--- src/hw/rtl/chts_pkg.sv ---
package chts_pkg;

    localparam int MAX_BUCKETS = 64;
    localparam int MAX_ENTRIES = 256;
    localparam int BKT_W = $clog2(MAX_BUCKETS);
    localparam int ENT_W = $clog2(MAX_ENTRIES);
    localparam int CNT_W = ENT_W + 1;
    localparam int KEY_W = 31;
    localparam int BCFG_W = 7;
    localparam int LCFG_W = 9;
    localparam int CFG_DATA_W = 9;
    localparam int CFG_IDX_W = 1;

    localparam logic [0:0] OP_INSERT = 1'b0;
    localparam logic [0:0] OP_SEARCH = 1'b1;

    localparam logic [CFG_IDX_W-1:0] REG_BUCKET_COUNT = 1'b0;
    localparam logic [CFG_IDX_W-1:0] REG_ENTRY_LIMIT = 1'b1;

    localparam logic [1:0] ST_INSERTED = 2'd0;
    localparam logic [1:0] ST_REJECTED = 2'd1;
    localparam logic [1:0] ST_FOUND = 2'd2;
    localparam logic [1:0] ST_NOT_FOUND = 2'd3;

    typedef struct packed {
        logic [0:0]       operation;
        logic [KEY_W-1:0] key;
    } t_in;

    typedef struct packed {
        logic [1:0] status;
        logic [8:0] comparisons;
    } t_out;

    // Request from the sequencer to the remainder unit, and its answer.
    typedef struct packed {
        logic             start;
        logic [KEY_W-1:0] dividend;
        logic [BCFG_W-1:0] divisor;
    } t_mod_req;

    typedef struct packed {
        logic             done;
        logic [BKT_W-1:0] remainder;
    } t_mod_rsp;

endpackage

--- src/hw/rtl/chts_mod_unit.sv ---
module chts_mod_unit (
    input  logic               i_clk,
    input  logic               i_rst_n,
    input  chts_pkg::t_mod_req i_req,
    output chts_pkg::t_mod_rsp o_rsp
);

    // Restoring division, one quotient bit per cycle; only the remainder is kept.
    logic [chts_pkg::KEY_W-1:0]  r_dvd, n_dvd;
    logic [chts_pkg::BCFG_W:0]   r_rem, n_rem;
    logic [chts_pkg::BCFG_W-1:0] r_dvs, n_dvs;
    logic [4:0]                  r_cnt, n_cnt;
    logic                        r_busy, n_busy;
    logic                        r_done, n_done;
    logic [chts_pkg::BCFG_W:0]   shifted;

    always_comb begin
        n_dvd  = r_dvd;
        n_rem  = r_rem;
        n_dvs  = r_dvs;
        n_cnt  = r_cnt;
        n_busy = r_busy;
        n_done = 1'b0;
        shifted = {r_rem[chts_pkg::BCFG_W-1:0], r_dvd[chts_pkg::KEY_W-1]};
        if (i_req.start) begin
            n_dvd  = i_req.dividend;
            n_rem  = '0;
            n_dvs  = i_req.divisor;
            n_cnt  = '0;
            n_busy = 1'b1;
        end else if (r_busy) begin
            n_dvd = {r_dvd[chts_pkg::KEY_W-2:0], 1'b0};
            if (shifted >= {1'b0, r_dvs}) begin
                n_rem = shifted - {1'b0, r_dvs};
            end else begin
                n_rem = shifted;
            end
            n_cnt = r_cnt + 5'd1;
            if (r_cnt == 5'(chts_pkg::KEY_W - 1)) begin
                n_busy = 1'b0;
                n_done = 1'b1;
            end
        end
    end

    always_ff @(posedge i_clk) begin
        if (!i_rst_n) begin
            r_busy <= 1'b0;
            r_done <= 1'b0;
            r_cnt  <= '0;
        end else begin
            r_busy <= n_busy;
            r_done <= n_done;
            r_cnt  <= n_cnt;
        end
        r_dvd <= n_dvd;
        r_rem <= n_rem;
        r_dvs <= n_dvs;
    end

    assign o_rsp.done      = r_done;
    assign o_rsp.remainder = r_rem[chts_pkg::BKT_W-1:0];

endmodule

--- config.mk ---
export PLATFORM = sky130hd
export DESIGN_NAME = chts_mod_unit
export DESIGN_NICKNAME = d
export VERILOG_FILES = /design/src/hw/rtl/chts_pkg.sv /design/src/hw/rtl/chts_mod_unit.sv
export SDC_FILE = /design/constraint.sdc
export NUM_CORES = 1
export LEC_CHECK = 0
export ABC_AREA = 1
export ABC_CLOCK_PERIOD_IN_PS = 1700
export BUFFER_PORTS_ARGS = -buffer_cell sky130_fd_sc_hd__buf_4
export CORE_MARGIN = 4
export CORE_UTILIZATION = 50
export DETAILED_ROUTE_END_ITERATION = 16
export PLACE_DENSITY_LB_ADDON = 0.08
export SYNTH_ARGS = -nofsm -noshare
export SYNTH_HDL_FRONTEND = slang
export SYNTH_SLANG_ARGS = --single-unit
--- constraint.sdc ---
create_clock -name i_clk -period 1.7 [get_ports i_clk]
set_clock_uncertainty 0.05 [all_clocks]
set_input_delay 0 -clock i_clk [delete_from_list [all_inputs] [get_ports i_clk]]
set_output_delay 0 -clock i_clk [all_outputs]
set_load 0.01 [all_outputs]
-- Word-level counts from Yosys, hierarchy flattened
Index checks and enable logic that the tools add are counted.
- $add $sub $neg: 2
- $lt $le $gt $ge: 1
- eq/ne operators: 1
- multiplexer cells: 7
- bitwise logic cells: 2
- reductions and logical operators: 3
- operator list (operator ; count):
    31-bit 2-to-1 mux ; 2
    8-bit by 7-bit >= comparator with 1-bit output ; 1
    7-bit 2-to-1 mux ; 1
    7-bit subtractor ; 1
    5-bit by 1-bit adder with 5-bit output (second input constant) ; 1
    5-bit equality test (second input constant) ; 1
    1-bit 2-to-1 mux ; 4
    3-bit OR reduction ; 1
    1-bit inverter ; 2
    2-bit nonzero test ; 1
    2-bit OR reduction ; 1
- bits in registers: 52
- output and inout port bits: 7
- word-level logic and storage cells: 22

-- Longest topological paths before layout
- word-level depth: 4
- mapped depth: 14

-- Worst setup path after synthesis
OpenSTA, ideal clock, no wires.
- path kind: reg-to-reg
- start: register r_dvd[30] (netlist bit)
- end: register r_rem[0] (netlist bit)
- arrival time: 1.565 ns
- data required time: 1.497 ns
- setup slack: -0.068 ns
- cell stages (with the launch flop): 13
- path buffers: 0
- cell sequence: edfxtp_1 inv_1 ha_1 inv_1 fa_1 nand2_1 nand2_1 nand2_2 nand2_2 nand2_4 nand3_1 nand3_1 o21ai_1
- word-level cells in the longest chain between the ends: 2
- RTL lines (what ; line ; text):
    start, declared ; chts_mod_unit.sv:9 ; logic [chts_pkg::KEY_W-1:0] r_dvd, n_dvd;
    start signal, assigned ; chts_mod_unit.sv:56 ; r_dvd <= n_dvd;
    7-bit subtractor or 8-bit by 7-bit >= comparator with 1-bit output (tied branches) ; chts_mod_unit.sv:34, chts_mod_unit.sv:33 ;
    7-bit 2-to-1 mux * ; chts_mod_unit.sv:33 ; if (shifted >= {1'b0, r_dvs}) begin
    end signal, assigned ; chts_mod_unit.sv:57 ; r_rem <= n_rem;
    end, declared ; chts_mod_unit.sv:10 ; logic [chts_pkg::BCFG_W:0] r_rem, n_rem;
Every way passes the cells marked *; elsewhere a longest branch is shown, timed or not.
A chain may end at the register's enable or synchronous reset.

-- Worst setup path after layout
- start: register r_dvd[30] (netlist bit)
- end: register r_rem[6] (netlist bit)
The elaborated chain is that of the path after synthesis.

==> impl_metrics.tcl <==
set metrics [dict create \
    dpl.hpwl_um 3617 \
    combinational_family_with_the_most_area_after_synthesis "simple AND/OR/NAND/NOR gates" \
    timing_max_transition_violations_final 0 \
    layoutNonFillerInstCount 456 \
    clk_pin_slew_worst_paths_ps 90 \
    synth.net_count 342 \
    post_synth_instance_area_um2 2587 \
    power-per-cell-area_nw_per_um2 813.2 \
    compound_gate_portion_of_the_synthesized_area 0.03095 \
    route.top_layer_used "met4" \
    route.final.wire_length_um 5589 \
    drc 0 \
    ys_async_sr_fraction 0 \
    synth_xor_xnor_area_share 0.006770 \
    place_area_um2 3038 \
    top_level_ports 48 \
    post_route_cells_drive_above_1_share 0.2391 \
    mostFrequentLayoutCells "sky130_fd_sc_hd__nand2_1, sky130_fd_sc_hd__buf_4, sky130_fd_sc_hd__dlygate4sd3_1" \
    clock-sinks 52 \
    htreeDepth 2 \
    globalRoute.totalOverflow 0 \
    ffs_latches_synth 52 \
    routed-via-count 2131 \
    post_synth_mux_area_share 0 \
    die_height_um 79.94 \
    gp_congestion 0.8292 \
    filler_cell_count 364 \
    drt-pass1-iter-count 4 \
    clock_tree.root_cell "sky130_fd_sc_hd__clkbuf_8" \
    numCtsBuffers 5 \
    vias_per_cell 4.673 \
    floorplan.initialDensity 0.5303 \
    fp-row-count 25 \
    maxCapViolations 0 \
    clk_latency_ps 300 \
    most_frequent_standard_cell_in_the_layout_excluding_fill_and_tap_cells "sky130_fd_sc_hd__nand2_1" \
    worstHoldPathType "in -> reg" \
    final_total_pwr_uw 2966 \
    tritoncts "yes" \
    grt_antenna_before_repair 0 \
    crit_path_start_kind "register" \
    post_synthesis_share_of_cell_area_spent_on_full_adders_half_adders_and_majority_gates 0.05126 \
    failed_checks "setup timing" \
    setup_viol 7 \
    layout.nets 439 \
    p_leak_uw 0.001770 \
    final_hold_viol_count 0 \
    yosys.cell_types.count 31 \
    drtIter0Drc 107 \
    achievable-frequency_ghz 0.5630 \
    netlist_instances 291 \
    synth_edf_count 38 \
    globalRouteTotalUtil 0.1934 \
    yosysSeqAreaShare 0.5493 \
    fp.dieW_um 79.94 \
    final_ws_setup_ps -76.30 \
    finalHoldWorstSlack_ps 360.2 \
    path_class "reg -> reg" \
    grt_max_degree 32 \
    ys.flop_type "sky130_fd_sc_hd__edfxtp_1" \
    met2_length_um 2762 \
    ant_nets 0 \
    cts.path.max_buffers 2 \
    layout.cell_area.non_filler_um2 3647 \
    tightestPinTransition_ps 363.4 \
    timing.final.crit_share 1.045 \
    simple_gate_portion_of_the_synthesized_area 0.2829 \
    final_worst_path_period_need_ps 1776 \
    antenna_cells_inserted 0 \
    port_buffers 47 \
    synthDominantCellAreaShare 0.4410 \
    worst-endpoint-required_ps 1850 \
    floorplan_core_area_um2 4880 \
    synth_top_cells_by_area "sky130_fd_sc_hd__edfxtp_1, sky130_fd_sc_hd__nand2_1, sky130_fd_sc_hd__dfxtp_1" \
    crit_fanout 5 \
    synth_top_cell_by_area "sky130_fd_sc_hd__edfxtp_1" \
    route.met3.wl_um 232 \
    post-place-cells 402 \
    status "finished, violations left" \
    worst_setup_path_end_kind "register" \
    synth_area_per_cell_um2 8.892 \
    crit_arrival_ps 1930 \
    floorplan.die_area_um2 6390 \
    vias_in_the_first_global_route 2087 \
    worst_slew_margin_rel 0.7569 \
    grt_setup_unrepaired "yes" \
    synthesis_warning_total 0 \
    area_growth_syn_to_layout_pct 40.96 \
    grt_pass1_wl_um 9501 \
    route.detailed.wl_per_inst_um 12.26 \
    wl_met1_um 2476 \
    worst_supply_voltage_drop_on_vdd_mv 0.4946 \
    r2r_setup_slk_ps -80 \
]
sequential cells by signal, summed over array words and instances (netlist names):
name and flops:
r_dvd 31, r_dvs 7, r_rem 7, r_cnt 5, r_busy 1, r_done 1
cells by family (layout without fill, tap and decap cells):
group           Yosys count  count (layout)
xor+xnor                  2               2
flops                    52              52
buf+inv                  45             142
compound gates           12              12
simple gates            170             171
fa+ha+maj                10              10
layout make-up:
class / count / area (um^2) / share of cell area
clock buffer: 7 / 76.32 / 0.02093
clock inverter: 1 / 30.03 / 0.008233
inverter: 30 / 112.6 / 0.03087
multi-input combinational: 195 / 1030 / 0.2823
sequential: 52 / 1421 / 0.3897
tap: 67 / 83.83 / 0.02298
timing repair buffer: 104 / 893.4 / 0.2449
cell usage after synthesis (all sizes together) (4+ instances only):
| cell type | count |
|---|---|
| a21oi | 4 |
| buf | 9 |
| o21ai | 5 |
| edfxtp | 38 |
| dfxtp | 14 |
| inv | 30 |
| nand2 | 131 |
| nor3 | 5 |
| ha | 9 |
| nor2 | 10 |
| nand3 | 16 |
| clkbuf | 6 |
worst paths after layout:
kind              startpoint       end  depth (start not counted)
hold reg to reg     r_rem[6]  r_rem[6]                          2
setup / recovery   r_dvd[30]  r_rem[6]                         14
hold / removal      i_req[3]  r_dvs[3]                          2
setup reg to reg   r_dvd[30]  r_rem[6]                         14
worst max-delay path, cell delays in order, from the launching register on:
cell and delay [ps]:
sky130_fd_sc_hd__edfxtp_1 380, sky130_fd_sc_hd__inv_2 90, sky130_fd_sc_hd__ha_4 140, sky130_fd_sc_hd__inv_2 40, sky130_fd_sc_hd__fa_2 350, sky130_fd_sc_hd__nand2_2 70
sky130_fd_sc_hd__nand2_2 70, sky130_fd_sc_hd__nand2_4 70, sky130_fd_sc_hd__nand2_4 60, sky130_fd_sc_hd__nand2_4 100, sky130_fd_sc_hd__nand3_2 70, sky130_fd_sc_hd__nand2_1 70
sky130_fd_sc_hd__inv_1 40, sky130_fd_sc_hd__nand2_1 50, sky130_fd_sc_hd__nand2_1 40
power by group:
part           leakage, uW  total [uW]  switching (uW)  internal (uW)
clock            0.0000524         844             402            441
sequential        0.000501        1520            39.5           1480
combinational      0.00122         599             298            301
total              0.00177        2970             740           2230
metal layers:
layer | GRT usage | vias to the layer above
met4 | 0.07432 | 0
met2 | 0.3204 | 54
met5 | 0 | -
met1 | 0.2446 | 946
met3 | 0.04402 | 11
li1 | - | 1120
metrics by stage:
| step | TNS, ps | worst slack, ps | utilization |
|---|---|---|---|
| floorplan | -73.99 | -16.60 | - |
| global placement | -321.6 | -70.14 | 0.6226 |
| detailed placement | -888.4 | -145.7 | 0.6226 |
| CTS | -601.0 | -95.95 | 0.7405 |
| global route | -1191 | -202.7 | 0.7474 |
| finish | -372.1 | -76.30 | 0.7474 |
what timing repair did:
action / 4_1_cts / 5_1_grt
endpoints found under the hold margin: 43 / 0
setup buffers: 3 / 2
endpoints found under the setup margin: 7 / 7
hold buffers: 40 / 0
gates resized for setup: 11 / 5
cloned: 1 / 0
pin swaps: 5 / 5
No activity file was read; power rests on OpenSTA's default activity.
